<file path="src/hdl/srcd_pkg.sv">
// ----------------------------------------------------------------------------
// Shift register chain driver package
// Sizes, register indexes, action codes and status codes shared by the block.
// ----------------------------------------------------------------------------
package srcd_pkg;

  localparam int MAX_CHAIN_BYTES = 8;
  localparam int BYTE_W          = 8;
  localparam int IDX_W           = (MAX_CHAIN_BYTES > 1) ? $clog2(MAX_CHAIN_BYTES) : 1;
  localparam int LEN_W           = 4;
  localparam int BIT_IDX_W       = 6;
  localparam int BIT_CNT_W       = 3;
  localparam int STATUS_W        = 2;
  localparam int PADDR_W         = 3;
  localparam int PDATA_W         = 32;
  localparam int REG_IDX_W       = 1;

  localparam logic [REG_IDX_W-1:0] REG_CHAIN_LENGTH = 1'b0;
  localparam logic [REG_IDX_W-1:0] REG_LATCH_ENABLE = 1'b1;

  localparam logic ACTION_PUSH = 1'b0;
  localparam logic ACTION_BIT  = 1'b1;

  localparam logic [STATUS_W-1:0] STATUS_OK       = 2'd0;
  localparam logic [STATUS_W-1:0] STATUS_NO_CHAIN = 2'd1;
  localparam logic [STATUS_W-1:0] STATUS_RANGE    = 2'd2;

  localparam logic [LEN_W-1:0]     MAX_LEN  = LEN_W'(MAX_CHAIN_BYTES);
  localparam logic [BIT_CNT_W-1:0] LAST_BIT = BIT_CNT_W'(BYTE_W - 1);

  typedef struct packed {
    logic [LEN_W-1:0] chain_length;
    logic             latch_enable;
    logic             clear;
  } cfg_t;

endpackage

</file>
<file path="src/hdl/srcd_ram.sv">
// ----------------------------------------------------------------------------
// Generic RAM
// One write port and one read port with registered read data.
// ----------------------------------------------------------------------------
module srcd_ram #(
  parameter int WIDTH = 8,
  parameter int DEPTH = 8
) (
  input  logic                                      clk,
  input  logic                                      we,
  input  logic [((DEPTH > 1) ? $clog2(DEPTH) : 1)-1:0] waddr,
  input  logic [WIDTH-1:0]                          wdata,
  input  logic [((DEPTH > 1) ? $clog2(DEPTH) : 1)-1:0] raddr,
  output logic [WIDTH-1:0]                          rdata
);

  logic [WIDTH-1:0] mem [DEPTH];

  always_ff @(posedge clk) begin
    if (we) begin
      mem[waddr] <= wdata;
    end
    rdata <= mem[raddr];
  end

endmodule

</file>
<file path="src/hdl/srcd_regs.sv">
// ----------------------------------------------------------------------------
// Configuration registers
// APB-style register file for chain length and latch enable.
// ----------------------------------------------------------------------------
module srcd_regs (
  input  logic                          clk,
  input  logic                          rst,
  input  logic                          psel,
  input  logic                          penable,
  input  logic                          pwrite,
  input  logic [srcd_pkg::PADDR_W-1:0]  paddr,
  input  logic [srcd_pkg::PDATA_W-1:0]  pwdata,
  output logic [srcd_pkg::PDATA_W-1:0]  prdata,
  output logic                          pready,
  output srcd_pkg::cfg_t                cfg
);
  import srcd_pkg::*;

  logic [LEN_W-1:0]     chain_length;
  logic                 latch_enable;
  logic [REG_IDX_W-1:0] reg_idx;
  logic                 wr;

  assign reg_idx = paddr[PADDR_W-1:2];
  assign wr      = psel && penable && pwrite;
  assign pready  = 1'b1;

  always_ff @(posedge clk) begin
    if (rst) begin
      chain_length <= LEN_W'(2);
      latch_enable <= 1'b1;
    end else if (wr) begin
      case (reg_idx)
        REG_CHAIN_LENGTH: chain_length <= pwdata[LEN_W-1:0];
        REG_LATCH_ENABLE: latch_enable <= pwdata[0];
        default: ;
      endcase
    end
  end

  always_comb begin
    case (reg_idx)
      REG_CHAIN_LENGTH: prdata = {{(PDATA_W-LEN_W){1'b0}}, chain_length};
      REG_LATCH_ENABLE: prdata = {{(PDATA_W-1){1'b0}}, latch_enable};
      default:          prdata = '0;
    endcase
  end

  assign cfg.chain_length = chain_length;
  assign cfg.latch_enable = latch_enable;
  assign cfg.clear        = wr && (reg_idx == REG_CHAIN_LENGTH);

endmodule

</file>
<file path="src/hdl/shift_register_chain_driver.sv">
// ----------------------------------------------------------------------------
// Shift register chain driver
// Order: an accepted input word passes through FETCH and LOAD before the first
// bit word; an error status word is presented in the cycle after acceptance.
// Each chain byte is read, updated and written back in RAM, then shifted out
// as out_ready allows; no new word is accepted until the previous one is done.
// Reset: the shadow image reads as all zeros, chain length 2, latch enabled.
// ----------------------------------------------------------------------------
module shift_register_chain_driver (
  input  logic                            clk,
  input  logic                            rst,
  input  logic                            psel,
  input  logic                            penable,
  input  logic                            pwrite,
  input  logic [srcd_pkg::PADDR_W-1:0]    paddr,
  input  logic [srcd_pkg::PDATA_W-1:0]    pwdata,
  output logic [srcd_pkg::PDATA_W-1:0]    prdata,
  output logic                            pready,
  input  logic                            in_valid,
  output logic                            in_ready,
  input  logic                            action,
  input  logic [srcd_pkg::BYTE_W-1:0]     byte_value,
  input  logic [srcd_pkg::BIT_IDX_W-1:0]  bit_index,
  input  logic                            bit_value,
  output logic                            out_valid,
  input  logic                            out_ready,
  output logic                            serial_bit,
  output logic                            latch_pulse,
  output logic                            last,
  output logic [srcd_pkg::STATUS_W-1:0]   status
);
  import srcd_pkg::*;

  typedef enum logic [1:0] {IDLE, FETCH, LOAD, SHIFT} state_t;

  cfg_t                 cfg;
  state_t               state;
  logic [IDX_W-1:0]     byte_idx;
  logic [BIT_CNT_W-1:0] bit_cnt;
  logic [BIT_CNT_W-1:0] bit_nxt;
  logic [BYTE_W-1:0]    carry;
  logic [BYTE_W-1:0]    sreg;
  logic                 op_action;
  logic [IDX_W-1:0]     op_pos;
  logic [2:0]           op_bit;
  logic                 op_value;
  logic [MAX_CHAIN_BYTES-1:0] valid;
  logic                 rd_valid;
  logic [BYTE_W-1:0]    rdata;
  logic [BYTE_W-1:0]    old_byte;
  logic [BYTE_W-1:0]    mod_byte;
  logic [BYTE_W-1:0]    new_byte;
  logic [LEN_W-1:0]     len;
  logic [IDX_W-1:0]     len_m1;
  logic                 last_byte;
  logic                 in_acc;
  logic                 out_acc;
  logic                 ram_we;

  srcd_regs u_regs (
    .clk     (clk),
    .rst     (rst),
    .psel    (psel),
    .penable (penable),
    .pwrite  (pwrite),
    .paddr   (paddr),
    .pwdata  (pwdata),
    .prdata  (prdata),
    .pready  (pready),
    .cfg     (cfg)
  );

  assign len       = (cfg.chain_length > MAX_LEN) ? MAX_LEN : cfg.chain_length;
  assign len_m1    = IDX_W'(len - LEN_W'(1));
  assign last_byte = (byte_idx == len_m1);
  assign in_ready  = (state == IDLE) && !out_valid;
  assign in_acc    = in_valid && in_ready;
  assign out_acc   = out_valid && out_ready;
  assign bit_nxt   = bit_cnt + BIT_CNT_W'(1);

  // A byte never written since reset or resize reads as zero.
  assign old_byte = rd_valid ? rdata : '0;

  always_comb begin
    mod_byte         = old_byte;
    mod_byte[op_bit] = op_value;
    if (op_action == ACTION_PUSH) begin
      new_byte = carry;
    end else if (byte_idx == op_pos) begin
      new_byte = mod_byte;
    end else begin
      new_byte = old_byte;
    end
  end

  assign ram_we = (state == LOAD);

  srcd_ram #(
    .WIDTH (BYTE_W),
    .DEPTH (MAX_CHAIN_BYTES)
  ) u_ram (
    .clk   (clk),
    .we    (ram_we),
    .waddr (byte_idx),
    .wdata (new_byte),
    .raddr (byte_idx),
    .rdata (rdata)
  );

  always_ff @(posedge clk) begin
    if (rst || cfg.clear) begin
      valid <= '0;
    end else if (ram_we) begin
      valid[byte_idx] <= 1'b1;
    end
    rd_valid <= valid[byte_idx];
  end

  always_ff @(posedge clk) begin
    if (rst) begin
      state     <= IDLE;
      out_valid <= 1'b0;
      byte_idx  <= '0;
      bit_cnt   <= '0;
    end else begin
      case (state)
        IDLE: begin
          if (out_acc) begin
            out_valid <= 1'b0;
          end
          if (in_acc) begin
            op_action <= action;
            op_pos    <= bit_index[3 +: IDX_W];
            op_bit    <= bit_index[2:0];
            op_value  <= bit_value;
            carry     <= byte_value;
            byte_idx  <= '0;
            if (len == '0) begin
              out_valid   <= 1'b1;
              serial_bit  <= 1'b0;
              latch_pulse <= 1'b0;
              last        <= 1'b1;
              status      <= STATUS_NO_CHAIN;
            end else if (action == ACTION_BIT &&
                         {1'b0, bit_index} >= {len, 3'b000}) begin
              out_valid   <= 1'b1;
              serial_bit  <= 1'b0;
              latch_pulse <= 1'b0;
              last        <= 1'b1;
              status      <= STATUS_RANGE;
            end else begin
              state <= FETCH;
            end
          end
        end
        FETCH: begin
          state <= LOAD;
        end
        LOAD: begin
          carry       <= old_byte;
          sreg        <= new_byte;
          bit_cnt     <= '0;
          out_valid   <= 1'b1;
          serial_bit  <= new_byte[0];
          last        <= 1'b0;
          latch_pulse <= 1'b0;
          status      <= STATUS_OK;
          state       <= SHIFT;
        end
        SHIFT: begin
          if (out_acc) begin
            if (bit_cnt == LAST_BIT) begin
              out_valid <= 1'b0;
              if (last_byte) begin
                state <= IDLE;
              end else begin
                byte_idx <= byte_idx + IDX_W'(1);
                state    <= FETCH;
              end
            end else begin
              bit_cnt     <= bit_nxt;
              serial_bit  <= sreg[bit_nxt];
              last        <= (bit_nxt == LAST_BIT) && last_byte;
              latch_pulse <= (bit_nxt == LAST_BIT) && last_byte && cfg.latch_enable;
            end
          end
        end
        default: begin
          state <= IDLE;
        end
      endcase
    end
  end

  a_last_returns_idle: assert property (@(posedge clk) disable iff (rst)
    (out_acc && last) |=> (state == IDLE))
    else $error("final word did not return the driver to idle");

  a_latch_on_last: assert property (@(posedge clk) disable iff (rst)
    (out_valid && latch_pulse) |-> last)
    else $error("latch pulse on a word that is not final");

  a_error_word: assert property (@(posedge clk) disable iff (rst)
    (out_valid && status != STATUS_OK) |-> (last && !serial_bit && !latch_pulse))
    else $error("malformed status word");

  a_index_in_chain: assert property (@(posedge clk) disable iff (rst)
    (state == LOAD) |-> (byte_idx <= len_m1))
    else $error("byte index beyond the chain");

endmodule
</file>
<file path="config.mk">
export PLATFORM = sky130hd
export DESIGN_NAME = shift_register_chain_driver
export DESIGN_NICKNAME = d
export VERILOG_FILES = /design/src/hdl/srcd_pkg.sv /design/src/hdl/srcd_ram.sv /design/src/hdl/srcd_regs.sv /design/src/hdl/shift_register_chain_driver.sv
export SDC_FILE = /design/constraint.sdc
export NUM_CORES = 1
export LEC_CHECK = 0
export BUFFER_PORTS_ARGS = -buffer_cell sky130_fd_sc_hd__buf_2
export CAP_MARGIN = 20
export CORE_MARGIN = 2
export CORE_UTILIZATION = 37
export DETAILED_ROUTE_END_ITERATION = 7
export PLACE_DENSITY = 0.62
export SLEW_MARGIN = 40
export SYNTH_ARGS = -nofsm -noshare
export SYNTH_HDL_FRONTEND = slang
export SYNTH_SLANG_ARGS = --single-unit
</file>
<file path="constraint.sdc">
create_clock -name clk -period 5.54 [get_ports clk]
set_input_delay 1.108 -clock clk [delete_from_list [all_inputs] [get_ports clk]]
set_output_delay 1.108 -clock clk [all_outputs]
set_load 0.005 [all_outputs]
</file>
After elaboration in Yosys (flattened, before gate mapping)
Memory sizes are Yosys's and may differ from the RTL's. A register that Yosys moved wholly into a read port is not among the register bits.
Index checks and enable logic that the tools add are counted.
{ "totals": {"output_inout_bits": 40, "mem_bits_ro": 0, "inputBits": 58, "ff_bits": 52, "word_cells": 136, "memories": 1, "mem_bits_rw": 64, "latchBits": 0} }
{ "mem_list": {"columns": ["name", "depth", "width", "rd", "rd_ports_with_merged_regs", "write_ports", "line_no", "text"], "rows": [
  ["u_ram.mem", 8, 8, 1, 1, 1, "srcd_ram.sv:17", "logic [WIDTH-1:0] mem [DEPTH];"]
]} }
{ "op_classes": {"shift": 0, "reduce_logical": 30, "magnitude_cmp": 7, "mul": 0, "n_addsub": 3, "bitwise": 3, "eq_ne": 15, "n_mux": 59, "div": 0} }
{ "op_table": {"columns": ["cell", "n"], "rows": [
  ["32-bit one-hot mux with 2 select lines", 1],
  ["8-bit two-way mux", 4],
  ["1-bit two-way mux", 25],
  ["3-bit two-way mux", 6],
  ["2-bit two-way mux", 8],
  ["8-bit one-hot mux with 2 select lines", 1],
  ["2-bit inequality test, second input constant", 7],
  ["3-bit by 4-bit less-than comparator with 1-bit output, second input constant", 3],
  ["1-bit one-hot mux with 3 select lines", 4],
  ["3-bit one-hot mux with 2 select lines", 2],
  ["3-bit AND reduction", 4],
  ["1-bit logical AND", 11],
  ["5-bit AND reduction", 2],
  ["8-bit bitwise mux", 1],
  ["8-bit OR", 1],
  ["2-bit one-hot mux with 4 select lines", 1],
  ["6-bit by 7-bit >= comparator with 1-bit output", 1],
  ["3-bit by 1-bit adder with 3-bit output, second input constant", 2],
  ["1-bit binary-select mux with 3-bit select", 2],
  ["1-bit demux with 3-bit select", 2],
  ["3-bit equality test", 2],
  ["3-bit equality test, second input constant", 2],
  ["3-bit by 1-bit >= comparator with 1-bit output, second input constant", 2],
  ["2-bit AND reduction", 3],
  ["16 further kinds", 20]
]} }

Depth between registers and ports, before layout
{ "depth": {"word_depth": 9, "depth_mapped": 8, "ltp_nobuf": 8} }

Modules after synthesis
A second synthesis with hierarchy kept.
{ "hier_totals": {"cells_unflattened": 420, "hier_area_um2": 5874.4} }
{ "by_module_without_submodules": {"columns": ["mod", "seq_area_each_um2", "cells_per_inst", "area_per_inst_um2", "n_inst"], "rows": [
  ["srcd_ram", 2082.0, 114, 2691.3, 1],
  ["shift_register_chain_driver", 1231.2, 246, 2678.8, 1],
  ["srcd_regs", 100.1, 60, 504.2, 1]
]} }

Worst setup path before layout
Ideal clock, no wire load.
{ "synth_timing": {"kind": "in2reg", "startpoint": "input port bit_index[4] (netlist name)", "endpoint": "register last (enable)", "path_slack_ps": 2516, "arrival_ps": 2665, "required_ps": 5181, "setup_time_ps": 359, "path_buffers": 0, "cell_stages": 6, "path_cell_list": "ha_1 nor3_1 or4b_4 o21ai_2 nand3_2 a2111oi_2"} }
{ "synth_via": {"elab_chain_len": 4} }
{ "synth_lines": {"columns": ["element", "line_no", "text"], "rows": [
  ["from (decl)", "shift_register_chain_driver.sv:23", "input logic [srcd_pkg::BIT_IDX_W-1:0] bit_index,"],
  ["6-bit by 7-bit >= comparator with 1-bit output", "shift_register_chain_driver.sv:145", "{1'b0, bit_index} >= {len, 3'b000}) begin"],
  ["1-bit logical AND", "shift_register_chain_driver.sv:144", "end else if (action == ACTION_BIT &&"],
  ["3-bit by 1-bit inequality test with 1-bit output (no source line)", null, null],
  ["6-bit AND reduction (no source line)", null, null],
  ["to (signal assigned)", "shift_register_chain_driver.sv:183", "last <= (bit_nxt == LAST_BIT) && last_byte;"],
  ["to (decl)", "shift_register_chain_driver.sv:29", "output logic last,"]
]} }
No other way between the ends.
A chain may end at the register's enable or synchronous reset.

Final worst setup path
{ "layout_timing": {"startpoint": "input port bit_index[4] (netlist name)", "endpoint": "register serial_bit (enable)"} }
{ "layout_via": {"elab_chain_len": 4} }
{ "layout_lines": {"columns": ["element", "line_no", "text"], "rows": [
  ["6-bit by 7-bit >= comparator with 1-bit output", "shift_register_chain_driver.sv:145", null],
  ["1-bit logical AND", "shift_register_chain_driver.sv:144", null],
  ["3-bit by 1-bit inequality test with 1-bit output (no source line)", null, null],
  ["6-bit AND reduction (no source line)", null, null],
  ["to (signal assigned)", "shift_register_chain_driver.sv:164", "serial_bit <= new_byte[0];"],
  ["to (signal assigned)", "shift_register_chain_driver.sv:182", "serial_bit <= sreg[bit_nxt];"],
  ["to (decl)", "shift_register_chain_driver.sv:27", "output logic serial_bit,"]
]} }
No other way between the ends.

==> out/summary.txt <==
Status: finished, final reports clean
Ys flop type: edfxtp_1
Fin. Hold Viols: 0
Grt met1 use: 18.7%
Pwr/cell area: 394 mW/mm^2
Worst path depth: 7
Area Overhead vs Synth: 14.7%
Post-synth top area cell: edfxtp_1
Clock tree buffer depth: 2
Vias: 3227
All-Layer GR Usage: 15.0%
Final Max Slew Viols: 0
Grt total ovfl: 0
Core ar.: 0.0150 sq mm
Setup violators final: 0
Crit path max-delay family: compound AO/OA/AOI/OAI gates
1st-iter DRT viols: 202
Layout cells sized above 1: 27.0%
TritonCTS Buffers: 17
Largest net degree at the start of global routing: 24
Top Usage Layer GRT: met2
Slew margin rel.: 47.4%
H-tree depth: 4
Total of max-cap violations: 0
Maximum vdd drop: 267 uV
Reg2Reg Setup Slack: 2.83 ns
TNS Setup: 0 ns
Avg Inst Size Synth: 14.0 sq um
Slowest cell on crit path: a2111oi_2
Seq/Total Area, Yosys: 60.5%
Setup crit end kind: flop
Fin Hold WS: 0.459 ns
Post-DRT Antenna Nets: 0
Final Skew: 0.00484 ns
PostCTS Resize Cnt: 0
Clock root cell: clkbuf_16
Critical Path Max Stage Delay: 0.56 ns
First-pass detailed-route iteration total: 6
IO Port Bufs: 38
Type of the worst setup path: input port to flop
Post-synth EDFFs: 93
Setup Buffers After CTS: 0
WL final: 11500 microns
CP arrival: 2.98 ns
Worst EP required: 5.58 ns
Worst-case reg-to-reg path depth: 7
Post-synthesis cell area: 0.00564 sq mm
Synth top area share: 49.5%
Hold WC Path Type: flop to flop
Setup crit start: bit_index[4]
DIE WIDTH: 127 microns
First-pass GRT wire length: 17900 microns
Vias in the first global route: 3280
Core Rows: 45
Met3 Resource Use GR: 3.43%
Diode count: 0
CTS clock-pin slew for the worst setup and hold paths: 0.05 ns
Vias/cell: 5.01
Min Tclk post-route: 2.94 ns
Nets@finish: 514
Bufs and invs on worst path: 1
TritonCTS clock tree: done
CTS sink cnt: 124
DIE AREA: 0.0162 sq mm
Leak: 2.30 nW
Ranking of synthesized cells by area: edfxtp_1 50%, dfxtp_1 11%, mux4_2 8.0%, buf_4 3.9%, mux2_2 3.6%
Startpoint types: input port
RSZ-0062 raised after global routing: no
Power consumption: 2.55 mW
Slew @ Worst Pin: 0.789 ns
Critical-path maximum fanout: 4
Ys Warns: 0
Setup crit end: serial_bit
Max Freq: 340 MHz
Met2 usage: 25.0%
FF-to-FF Start: u_regs.chain_length[3]
Post-synth ARST share: 0%
Unique masters post-synth: 49
Post-Synthesis Cells: 404
Routed wire per std cell: 17.9 microns
Die Span Y: 127 microns
DRC: 0
DP Wirelength: 7630 microns
#FFs+latches synth: 124
Final Cycle Share: 53.1%
Reg2reg end: serial_bit
Fin util: 43.0%
I/O Pins: 98
Initial Util: 37.5%
# hold bufs at CTS: 0
Worst skew pair latency: 0.41 ns
Placer Congestion: 0.783
Critical-path cell list: buf_2, ha_1, nor3_1, or4b_4, o21ai_2, nand3_2, a2111oi_2
Initial antenna violation count: 0
cells in the final DEF (no fill, tap or decap), drive strengths merged, types with 9 or more instances in the layout:
master and instances:
mux4 20, a21oi 18, nand2 15, inv 10, ha 13, buf 41, mux2 18, conb 29
dfxtp 31, edfxtp 93, mux2i 12, nor2 34, nand2b 12, o21a 9, clkbuf 19
area by class of cell:
| type | instances | area, sq um |
|---|---|---|
| Tap cell | 188 | 235 |
| Timing Repair Buffer | 41 | 213 |
| Inverter | 9 | 33.8 |
| Fill cell | 1336 | 8560 |
| Clock buffer | 19 | 433 |
| Multi-Input combinational cell | 250 | 2020 |
| Sequential cell | 124 | 3410 |
| Clock inverter | 13 | 125 |
through the flow:
stage	std cells	worst slack [ns]	cell area, sq um
floorplan	431	2.52	5740
global placement	612	2.17	5880
detailed placement	612	2.16	5910
CTS	644	2.60	6470
global route	644	2.47	6470
finish	644	2.60	6470
state kept, by name (all words and copies together), names as in the netlist, 4 cells and up:
register,flops
valid,8
carry,8
sreg,8
u_ram.rdata,8
u_ram.mem,64
u_regs.chain_length,4
metal layers:
metal / wire length, microns / vias to the layer above
met5: 0 / -
met4: 125 / 0
met3: 553 / 7
met2: 5960 / 83
met1: 4880 / 1619
li1: - / 1518
logic make-up after synthesis:
logic type / synth area share (%)
flip-flops: 60.5
AND/OR/NAND/NOR: 10.1
buffers and inverters: 6.28
multiplexers: 13.7
AO/OA/AOI/OAI: 5.30
adder cells (fa/ha/maj): 2.88
XOR/XNOR: 1.09
other: 0.133
cells in the mapped netlist, drive strengths merged, types with 2 or more instances:
library cell,number
a211o,3
a211oi,2
a21oi,18
and2,7
and4b,2
buf,39
clkbuf,9
conb,2
dfxtp,31
edfxtp,93
ha,13
inv,9
mux2,18
mux2i,12
mux4,20
nand2,15
nand2b,12
nand3,8
nand3b,4
nand4,2
nor2,34
nor2b,5
nor3,8
nor3b,3
nor4b,2
o21a,9
o21ai,6
or4b,2
xnor2,6
worst min-delay path by stage:
stage	start	end	slack, ns	cells after the start
global route	valid[4]	valid[4]	0.48	1
CTS	valid[3]	valid[3]	0.46	1
finish	valid[3]	valid[3]	0.46	1
floorplan	valid[3]	valid[3]	0.44	1
global placement	valid[4]	valid[4]	0.44	1
detailed placement	valid[3]	valid[3]	0.45	1
where the power goes:
part	internal, mW	total (mW)	switching, mW
Combinational	0.137	0.330	0.193
Clock	0.654	1.04	0.384
Sequential	1.13	1.18	0.0527
(Power assumes the default switching activity.)
